--- src/sv/olc_pkg.sv ---
// Shared types and constants for the occupancy light controller.
// No dependencies; imported by every module of the block.
`timescale 1ns / 1ps

package olc_pkg;

    localparam int unsigned LIGHT_W   = 10;
    localparam int unsigned NOW_W     = 32;
    localparam int unsigned TIMEOUT_W = 20;
    localparam int unsigned CFG_W     = 20;
    localparam int unsigned MODE_W    = 2;

    localparam int unsigned BLINK_HALF_MS = 500;

    // Blink phase is bit 0 of now / BLINK_HALF_MS, done as a reciprocal multiply:
    // shift = N + ceil(log2 d), recip = ceil(2^shift / d), exact for every N-bit now.
    localparam int unsigned BLINK_SHIFT = NOW_W + $clog2(BLINK_HALF_MS);
    localparam int unsigned RECIP_W     = NOW_W + 1;
    localparam int unsigned PROD_W      = NOW_W + RECIP_W;
    localparam logic [RECIP_W-1:0] BLINK_RECIP = RECIP_W'(
        ((64'd1 << BLINK_SHIFT) + 64'(BLINK_HALF_MS) - 64'd1) / 64'(BLINK_HALF_MS));

    localparam logic [LIGHT_W-1:0]   LIGHT_LIMIT_RST    = LIGHT_W'(5);
    localparam logic [TIMEOUT_W-1:0] PREOFF_TIMEOUT_RST = TIMEOUT_W'(10000);

    // Register indexes on the configuration port
    localparam logic CFG_LIGHT_LIMIT    = 1'b0;
    localparam logic CFG_PREOFF_TIMEOUT = 1'b1;

    // Mode codes as seen on the result port
    localparam logic [MODE_W-1:0] MODE_IDLE     = 2'd0;
    localparam logic [MODE_W-1:0] MODE_MONITOR  = 2'd1;
    localparam logic [MODE_W-1:0] MODE_PREOFF   = 2'd2;
    localparam logic [MODE_W-1:0] MODE_DISABLED = 2'd3;

    typedef enum logic [3:0] {
        MD_IDLE     = 4'b0001,
        MD_MONITOR  = 4'b0010,
        MD_PREOFF   = 4'b0100,
        MD_DISABLED = 4'b1000
    } t_mode;

    typedef enum logic [2:0] {
        PH_LOW_A = 3'b001,
        PH_HIGH  = 3'b010,
        PH_LOW_B = 3'b100
    } t_phase;

    typedef struct packed {
        logic [LIGHT_W-1:0] light_level;
        logic               hall_level;
        logic               pir_level;
        logic               radar_level;
        logic [NOW_W-1:0]   now_ms;
    } t_sample;

    typedef struct packed {
        logic [LIGHT_W-1:0]   light_limit;
        logic [TIMEOUT_W-1:0] preoff_timeout_ms;
    } t_cfg;

    function automatic logic [MODE_W-1:0] mode_code(input t_mode m);
        logic [MODE_W-1:0] c;
        c = MODE_IDLE;
        unique case (m)
            MD_IDLE:     c = MODE_IDLE;
            MD_MONITOR:  c = MODE_MONITOR;
            MD_PREOFF:   c = MODE_PREOFF;
            MD_DISABLED: c = MODE_DISABLED;
            default:     c = MODE_IDLE;
        endcase
        return c;
    endfunction

endpackage

--- src/sv/olc_blink.sv ---
// Pre-off blink phase: bit 0 of now_ms / BLINK_HALF_MS by reciprocal multiply.
// Depends on olc_pkg.
`timescale 1ns / 1ps

module olc_blink
    import olc_pkg::*;
(
    input  logic [NOW_W-1:0] i_now_ms,
    output logic             o_blink
);

    logic [PROD_W-1:0] w_prod;

    assign w_prod  = PROD_W'(i_now_ms) * PROD_W'(BLINK_RECIP);
    assign o_blink = w_prod[BLINK_SHIFT];

endmodule

--- src/sv/olc_ctrl.sv ---
// Controller state (mode, hall pattern detector, pre-off start time) and its
// next-state logic. Depends on olc_pkg.
`timescale 1ns / 1ps

module olc_ctrl
    import olc_pkg::*;
(
    input  logic              i_clk,
    input  logic              i_rst_n,
    input  logic              i_step,
    input  t_sample           i_sample,
    input  t_cfg              i_cfg,
    input  logic              i_blink,
    output logic              o_lamp_on,
    output logic [MODE_W-1:0] o_mode
);

    t_mode             r_mode,  n_mode;
    t_phase            r_phase, n_phase;
    logic [NOW_W-1:0]  r_start, n_start;
    logic              w_lit;
    logic              w_expired;
    logic [NOW_W-1:0]  w_elapsed;

    assign w_lit     = i_sample.light_level > i_cfg.light_limit;
    assign w_elapsed = i_sample.now_ms - r_start;     // wraps mod 2^32
    assign w_expired = w_elapsed >= NOW_W'(i_cfg.preoff_timeout_ms);

    always_comb begin
        n_mode    = r_mode;
        n_phase   = r_phase;
        n_start   = r_start;
        o_lamp_on = 1'b0;
        unique case (r_mode)
            MD_IDLE: begin
                if (w_lit) n_mode = MD_MONITOR;
            end
            MD_MONITOR: begin
                o_lamp_on = 1'b1;
                if (!w_lit) begin
                    n_mode = MD_IDLE;
                end else begin
                    // hall detector only moves while lit in monitor
                    unique case (r_phase)
                        PH_HIGH: begin
                            if (!i_sample.hall_level) n_phase = PH_LOW_B;
                        end
                        PH_LOW_B: begin
                            if (i_sample.hall_level) begin
                                n_phase = PH_LOW_A;
                                n_mode  = MD_PREOFF;
                                n_start = i_sample.now_ms;
                            end
                        end
                        default: begin
                            n_phase = i_sample.hall_level ? PH_HIGH : PH_LOW_A;
                        end
                    endcase
                end
            end
            MD_PREOFF: begin
                o_lamp_on = i_blink;
                // motion wins over an elapsed timeout
                if (i_sample.pir_level || i_sample.radar_level) begin
                    n_mode = MD_MONITOR;
                end else if (w_expired) begin
                    n_mode = MD_DISABLED;
                end
            end
            default: begin
                if (!w_lit) n_mode = MD_IDLE;
            end
        endcase
    end

    assign o_mode = mode_code(n_mode);

    always_ff @(posedge i_clk) begin
        if (!i_rst_n) begin
            r_mode  <= MD_IDLE;
            r_phase <= PH_LOW_A;
        end else if (i_step) begin
            r_mode  <= n_mode;
            r_phase <= n_phase;
        end
    end

    // only read in pre-off, which is entered by writing it
    always_ff @(posedge i_clk) begin
        if (i_step) r_start <= n_start;
    end

endmodule

--- src/sv/occupancy_light_controller_core.sv ---
// Occupancy light controller: one sensor sample in, one lamp/mode result out.
// One item per clock is sustained while i_stall stays low; a result is presented
// once its item has passed the input register and then the result register, and is
// taken at an edge where i_stall is low. The rate is set by the update of the mode
// register, which sits beside a 32x33 reciprocal multiplier for the pre-off blink
// phase between the two registers. While a result waits on i_stall one further item
// can still enter the input register; after that o_stall follows i_stall.
// Configuration writes take effect on the next clock and are meant for idle periods only.
// Depends on olc_pkg, olc_blink, olc_ctrl.
`timescale 1ns / 1ps

module occupancy_light_controller_core
    import olc_pkg::*;
(
    input  logic                 i_clk,
    input  logic                 i_rst_n,
    // sample channel
    input  logic                 i_valid,
    output logic                 o_stall,
    input  logic [LIGHT_W-1:0]   i_light_level,
    input  logic                 i_hall_level,
    input  logic                 i_pir_level,
    input  logic                 i_radar_level,
    input  logic [NOW_W-1:0]     i_now_ms,
    // result channel
    output logic                 o_valid,
    input  logic                 i_stall,
    output logic                 o_lamp_on,
    output logic [MODE_W-1:0]    o_mode,
    // configuration
    input  logic                 i_cfg_we,
    input  logic                 i_cfg_idx,
    input  logic [CFG_W-1:0]     i_cfg_wdata
);

    logic              r_in_valid;
    t_sample           r_in;
    logic              r_out_valid;
    logic              r_out_lamp;
    logic [MODE_W-1:0] r_out_mode;
    t_cfg              r_cfg;

    logic              w_step;
    logic              w_in_ready;
    logic              w_blink;
    logic              w_lamp;
    logic [MODE_W-1:0] w_mode;

    assign w_step     = r_in_valid && (!r_out_valid || !i_stall);
    assign w_in_ready = !r_in_valid || w_step;
    assign o_stall    = !w_in_ready;

    always_ff @(posedge i_clk) begin
        if (!i_rst_n) begin
            r_in_valid <= 1'b0;
        end else if (w_in_ready) begin
            r_in_valid <= i_valid;
        end
    end

    always_ff @(posedge i_clk) begin
        if (w_in_ready && i_valid) begin
            r_in.light_level <= i_light_level;
            r_in.hall_level  <= i_hall_level;
            r_in.pir_level   <= i_pir_level;
            r_in.radar_level <= i_radar_level;
            r_in.now_ms      <= i_now_ms;
        end
    end

    always_ff @(posedge i_clk) begin
        if (!i_rst_n) begin
            r_cfg.light_limit       <= LIGHT_LIMIT_RST;
            r_cfg.preoff_timeout_ms <= PREOFF_TIMEOUT_RST;
        end else if (i_cfg_we) begin
            unique case (i_cfg_idx)
                CFG_LIGHT_LIMIT:    r_cfg.light_limit       <= i_cfg_wdata[LIGHT_W-1:0];
                CFG_PREOFF_TIMEOUT: r_cfg.preoff_timeout_ms <= i_cfg_wdata[TIMEOUT_W-1:0];
                default: ;
            endcase
        end
    end

    olc_blink u_blink (
        .i_now_ms (r_in.now_ms),
        .o_blink  (w_blink)
    );

    olc_ctrl u_ctrl (
        .i_clk     (i_clk),
        .i_rst_n   (i_rst_n),
        .i_step    (w_step),
        .i_sample  (r_in),
        .i_cfg     (r_cfg),
        .i_blink   (w_blink),
        .o_lamp_on (w_lamp),
        .o_mode    (w_mode)
    );

    always_ff @(posedge i_clk) begin
        if (!i_rst_n) begin
            r_out_valid <= 1'b0;
        end else if (!r_out_valid || !i_stall) begin
            r_out_valid <= r_in_valid;
        end
    end

    always_ff @(posedge i_clk) begin
        if (w_step) begin
            r_out_lamp <= w_lamp;
            r_out_mode <= w_mode;
        end
    end

    assign o_valid   = r_out_valid;
    assign o_lamp_on = r_out_lamp;
    assign o_mode    = r_out_mode;

endmodule

--- config.mk ---
export PLATFORM = sky130hd
export DESIGN_NAME = occupancy_light_controller_core
export DESIGN_NICKNAME = d
export VERILOG_FILES = /design/src/sv/olc_pkg.sv /design/src/sv/olc_blink.sv /design/src/sv/olc_ctrl.sv /design/src/sv/occupancy_light_controller_core.sv
export SDC_FILE = /design/constraint.sdc
export NUM_CORES = 1
export LEC_CHECK = 0
export ABC_AREA = 1
export BUFFER_PORTS_ARGS = -buffer_cell sky130_fd_sc_hd__buf_4
export CAP_MARGIN = 20
export CORE_UTILIZATION = 60
export DETAILED_ROUTE_END_ITERATION = 10
export MAX_ROUTING_LAYER = met4
export PLACE_DENSITY = 0.87
export SETUP_SLACK_MARGIN = 0.05
export SLEW_MARGIN = 0
export SYNTH_ARGS = -nofsm -noshare
export SYNTH_HDL_FRONTEND = slang
export SYNTH_SLANG_ARGS = --single-unit
--- constraint.sdc ---
create_clock -name i_clk -period 7.3 [get_ports i_clk]
set_input_delay 1.46 -clock i_clk [delete_from_list [all_inputs] [get_ports i_clk]]
set_output_delay 1.46 -clock i_clk [all_outputs]
set_load 0.01 [all_outputs]
Yosys cells after proc, flatten, opt, wreduce, memory -nomap -nowiden

Index checks and enable logic that the tools add are counted.

Flip-flop bits (word level): 119
Latch bits: 0
Memory bits (writable): 0
ROM bits: 0
Input port bits: 71
Output and inout port bits: 5
Memories: 0

$add $sub $neg: 1
Multipliers: 1
Div/mod/pow operators: 0
Order comparisons: 2
Equality and inequality tests: 10
Shifts and indexed selects: 0
Multiplexer cells: 14
Bitwise gates (word level): 1
Reduce and logical (&&, ||, !) cells: 13

Operators with widths:

| kind                     | number |
|---|---|
| $mul A32 B29 Y38 const B | 1 |
| $ge A32 B20 Y1           | 1 |
| $sub A32 B32 Y32         | 1 |
| $mux W4                  | 7 |
| $pmux W4 S3              | 1 |
| $gt A10 B10 Y1           | 1 |
| $reduce_and A5 Y1        | 2 |
| $eq A4 B2 Y1 const B     | 2 |
| $eq A4 B3 Y1 const B     | 2 |
| $mux W3                  | 2 |
| $pmux W2 S3              | 1 |
| $pmux W3 S2              | 1 |
| $eq A4 B1 Y1 const B     | 1 |
| $eq A4 B4 Y1 const B     | 1 |
| $logic_not A1 Y1         | 4 |
| $ne A2 B2 Y1 const B     | 2 |
| $reduce_and A2 Y1        | 2 |
| $eq A3 B2 Y1 const B     | 1 |
| $eq A3 B3 Y1 const B     | 1 |
| $logic_or A1 B1 Y1       | 3 |
| $logic_and A1 B1 Y1      | 2 |
| $mux W2                  | 1 |
| $pmux W1 S2              | 1 |
| $not A1 Y1               | 1 |

Logic depth before layout (Yosys ltp)

Depth after elaboration: 7
Mapped depth: 28

Modules after synthesis

A second synthesis with hierarchy kept.

Cell total of the unflattened synthesis: 1987
Area, all modules: 17252.8 µm²

Modules (own cells, without submodules):

| module                          | instances | cells an instance | area an instance (µm²) |
|---|---|---|---|
| olc_blink                       | 1         | 998               | 9809.4 |
| olc_ctrl                        | 1         | 777               | 4769.6 |
| occupancy_light_controller_core | 1         | 212               | 2673.8 |

Worst setup path after synthesis

Ideal clock, no wire load.

Path type: reg-to-reg
Start point: reg r_in[9] in the netlist's numbering
End point: reg r_out_lamp (netlist: o_lamp_on) (data pin)
Setup time: 0.258 ns
Arrival time: 5.762 ns
Setup slack: 1.279 ns
Stages on the path, launching flop included: 23
Path buffers: 0
Path through: edfxtp_1 -> ha_1 -> fa_1 -> fa_1 -> inv_1 -> fa_1 -> inv_1 -> fa_1 -> fa_1 -> fa_1 -> inv_1 -> fa_1 -> inv_1 -> ha_1 -> a21oi_1 -> o21ai_0 -> a21oi_1 -> nand2_1 -> a31o_2 -> a21oi_1 -> a21oi_1 -> o21ai_0 -> nand2_1

Word-level cells in the longest chain between the ends: 2

Ends and longest elaborated chain:

| what                       | line                                   | text |
|---|---|---|
| start, declared            | occupancy_light_controller_core.sv:37  | `t_sample r_in;` |
| $mul A32 B29 Y38           | olc_blink.sv:14                        | `assign w_prod = PROD_W'(i_now_ms) * PROD_W'(BLINK_RECIP);` |
| $pmux W1 S2                | olc_ctrl.sv:34                         | `unique case (r_mode)` |
| named net u_ctrl.o_lamp_on | olc_ctrl.sv:14                         | `output logic o_lamp_on,` |
| end signal, assigned       | occupancy_light_controller_core.sv:110 | `r_out_lamp <= w_lamp;` |
| end, declared              | occupancy_light_controller_core.sv:39  | `logic r_out_lamp;` |

The timed path passes the listed nets, and every way through them passes these cells.
A chain may end at the register's enable or synchronous reset.

Worst setup path after layout

Ends and elaborated chain as after synthesis.

==> impl_results.rst <==
.. list-table::
   :header-rows: 1

   * - Metric
     - Value
   * - DIE WIDTH
     - around 170 microns
   * - Tightest Pin Transition
     - between 800 and 900 ps
   * - Main synth FF type
     - sky130_fd_sc_hd__edfxtp_1
   * - Combinational power share
     - 0.806
   * - H-tree depth reported by CTS
     - 4
   * - Peak clock frequency supported by timing
     - between 0.1 and 0.15 GHz
   * - Final critical delay including setup and external delays
     - just under 7000 ps
   * - Maximum root-to-sink buffer count
     - 2
   * - Total power after layout
     - between 8000 and 9000 uW
   * - Residual DRC count
     - 0
   * - Type of origin of the critical path
     - flip-flop
   * - Max-capacitance violation count
     - 0
   * - DR iter-0 viols
     - 1,036
   * - Most common cell in the netlist
     - sky130_fd_sc_hd__inv_1
   * - Proportion of layout cells with a drive suffix above 1
     - 0.0815
   * - Status
     - finished clean
   * - Antenna diode count
     - 0
   * - Buffers on Ports
     - 75
   * - Final wirelength
     - roughly 42,000 microns
   * - Hold Crit Class
     - flip-flop to flip-flop
   * - Antenna Nets Post-Route
     - 0
   * - Count of endpoints failing setup in the final report
     - 0
   * - Die span in y
     - between 150 and 200 microns
   * - Power per standard cell area
     - roughly 450 nW/um^2
   * - First-pass GRT wire length
     - around 67,000 microns
   * - Post-Synthesis Cell Area
     - approximately 17,000 sq um
   * - Switching part of the total power
     - 0.506
   * - Post-cts sizing count
     - 0
   * - Sequential-to-total area share from yosys stat
     - 0.187
   * - Portion of synthesized cell area occupied by the leading cell type
     - 0.274
   * - Sequential Power Share
     - 0.096
   * - IO Count
     - between 70 and 80
   * - Placed cell areas
     - about 18,000 sq um
   * - Endpoint type of the worst setup path
     - flip-flop
   * - Post-route clock period utilization
     - 0.923
   * - Clock tree sinks
     - approximately 120
   * - Leakage component of the power
     - between 0.01 and 0.015 uW
   * - Internal power
     - just over 4000 uW
   * - Pin count of the biggest net entering global routing
     - 46
   * - Final hold slack
     - 458 ps
   * - Area overhead of the layout relative to synthesis
     - 9.97%
   * - GRT Util Overall
     - 0.314
   * - Net load switching power
     - around 4200 uW
   * - TritonCTS clock tree
     - done
   * - Worst EP arrival
     - around 6900 ps
   * - Hpwl dp
     - between 30,000 and 40,000 microns
   * - Largest vdd supply drop
     - around 540 uV
   * - Post-cts hold buffer count
     - 0
   * - Initial core utilization
     - 0.611
   * - Syn. warnings
     - 0
   * - WL per Instance
     - approximately 18 microns
   * - Number of different library cells in the post-synthesis netlist
     - 37
   * - Vias after detailed routing
     - 12.9k
   * - Clock Latency Late Sink
     - ~440 ps
   * - Slew headroom
     - 0.449
   * - Largest area contributor in the synthesized netlist
     - sky130_fd_sc_hd__fa_1
   * - Setup Total Neg Slack
     - 0 ps
   * - Worst-path fanout max
     - 13
   * - Req. time, crit path
     - between 7000 and 8000 ps
   * - Post-synth ARST share
     - 0
   * - Syn nets
     - around 2.5k
   * - Post-route standard cell area excluding fillers
     - 18,700 sq um
   * - Number of nets in the layout
     - 2,599
   * - Core footprint
     - about 28,000 sq um
   * - Register-to-register setup slack
     - between 500 and 600 ps
   * - Final Skew
     - ~11 ps
   * - DR vias/cell
     - approximately 5.4
   * - Clock share of power
     - 0.098
   * - First-pass DRT Iterations
     - 7
   * - Number of buffers added for setup after CTS
     - 0
   * - Most frequent cells after synthesis
     - sky130_fd_sc_hd__inv_1 (556), sky130_fd_sc_hd__ha_1 (309), sky130_fd_sc_hd__nand2_1 (301)
   * - Number of global-route vias before repair
     - between 10k and 15k
   * - Antenna violations before repair
     - 0
   * - Number of synthesized flops with an enable pin
     - 80
   * - Mean instance size in the synthesized netlist
     - 9.03 sq um
   * - CTS buffer count
     - 17
   * - Die area
     - 29,100 sq um
   * - Root buffer cell
     - sky130_fd_sc_hd__clkbuf_16
   * - Flip-flop and latch count after synthesis
     - between 100 and 150
   * - Number of hold violations in the final report
     - 0
   * - RSZ-0062 raised after global routing
     - no
   * - Dominant cells by area after synthesis
     - sky130_fd_sc_hd__fa_1 (27%), sky130_fd_sc_hd__ha_1 (23%), sky130_fd_sc_hd__edfxtp_1 (14%)
   * - Row cnt
     - between 60 and 70
   * - Remaining Overflow, GRT
     - 0
   * - Worst Setup Path Type
     - flip-flop to flip-flop
   * - CTS clk-pin slew, worst paths
     - roughly 60 ps
   * - Placer's final routability congestion estimate
     - roughly 0.96
   * - Number of slew-limit violations in the final report
     - 0
   * - Number of standard cells after synthesis
     - ~1.9k
## worst paths after layout
kind,start,end,cells after the start
hold / removal,r_cfg[7],r_cfg[7],2
hold reg to reg,r_cfg[7],r_cfg[7],2
setup / recovery,r_in[9],o_lamp_on,22
setup reg to reg,r_in[9],o_lamp_on,22
## metrics by stage
stage	setup slack, ps	utilization	cells
after floorplan	1280	-	1886
after global placement	771	0.651	2344
after detailed placement	659	0.651	2344
after CTS	633	0.671	2376
after global routing	273	0.672	2377
final	564	0.672	2377
## cell type report
cell class / count / area (sq um)
well taps: 378 / 473
repair buffers: 89 / 681
clock buffers: 17 / 425
clock inverters: 15 / 145
flip-flops and latches: 119 / 3180
multi-input cells: 1197 / 11700
fillers: 2031 / 9140
inverters: 562 / 2110
## logic make-up (layout without fill, tap and decap cells)
family,Yosys count,count (layout),synth area share
xor gates and xnor gates,45,45,0.0231
buffers and inverters,570,683,0.126
AOI/OAI and AO/OA,145,145,0.0463
and+or+nand+nor,465,465,0.117
DFF,119,119,0.187
adders and majority gates,542,542,0.501
## registers in the layout, summed over array words and instances, names as in the netlist
name	count
u_ctrl.r_phase	3
o_mode	2
r_in_valid	1
u_ctrl.r_mode	4
o_lamp_on	1
r_cfg	30
u_ctrl.r_start	32
r_in	45
o_valid	1
## power by group through the flow
stage                     Combinational, uW  Sequential [uW]  Clock, uW
after detailed placement               6680              813          0
after CTS                              6750              799        827
final                                  6760              801        825
after global placement                 6140              811          0
after global routing                   7840              802        855
after floorplan                        4960              797          0
## layer usage
layer  vias to the layer above  global-route usage  part of all wire
met5                         -                   -                 0
met4                         0               0.131             0.042
met3                       141              0.0512             0.072
met2                       571               0.512              0.48
met1                      6169               0.389              0.41
li1                       5975                   -                 -
## cell usage in the layout, fill, tap and decap left out, types with 4 or more instances in the layout
cell	count
sky130_fd_sc_hd__o21ai_0	42
sky130_fd_sc_hd__edfxtp_1	80
sky130_fd_sc_hd__ha_1	309
sky130_fd_sc_hd__o211ai_1	11
sky130_fd_sc_hd__nand3_1	33
sky130_fd_sc_hd__clkinvlp_4	4
sky130_fd_sc_hd__nor2_1	58
sky130_fd_sc_hd__fa_1	233
sky130_fd_sc_hd__xor2_1	25
sky130_fd_sc_hd__dfxtp_1	39
sky130_fd_sc_hd__nand2_1	301
sky130_fd_sc_hd__nand4_1	19
sky130_fd_sc_hd__inv_1	555
sky130_fd_sc_hd__inv_2	5
sky130_fd_sc_hd__a211oi_1	6
sky130_fd_sc_hd__nor2_2	14
sky130_fd_sc_hd__and2_1	4
sky130_fd_sc_hd__inv_6	4
sky130_fd_sc_hd__nand2_2	14
sky130_fd_sc_hd__xnor2_1	20
sky130_fd_sc_hd__a21oi_1	77
sky130_fd_sc_hd__nor3_1	9
sky130_fd_sc_hd__clkbuf_16	17
sky130_fd_sc_hd__nor2_4	4
sky130_fd_sc_hd__buf_4	88
## critical path, stage by stage (launching register included)
cell and delay (ps):
sky130_fd_sc_hd__edfxtp_1 880, sky130_fd_sc_hd__ha_1 410, sky130_fd_sc_hd__fa_1 470, sky130_fd_sc_hd__fa_1 550, sky130_fd_sc_hd__inv_1 50, sky130_fd_sc_hd__fa_1 500, sky130_fd_sc_hd__inv_1 50, sky130_fd_sc_hd__fa_1 520
sky130_fd_sc_hd__fa_1 440, sky130_fd_sc_hd__fa_1 540, sky130_fd_sc_hd__inv_1 60, sky130_fd_sc_hd__fa_1 510, sky130_fd_sc_hd__inv_1 50, sky130_fd_sc_hd__ha_1 300, sky130_fd_sc_hd__a21oi_1 130, sky130_fd_sc_hd__o21ai_0 100
sky130_fd_sc_hd__a21oi_1 150, sky130_fd_sc_hd__nand2_1 140, sky130_fd_sc_hd__a31o_2 240, sky130_fd_sc_hd__a21oi_1 170, sky130_fd_sc_hd__a21oi_1 90, sky130_fd_sc_hd__o21ai_0 80, sky130_fd_sc_hd__nand2_1 70
(Power assumes the default switching activity.)
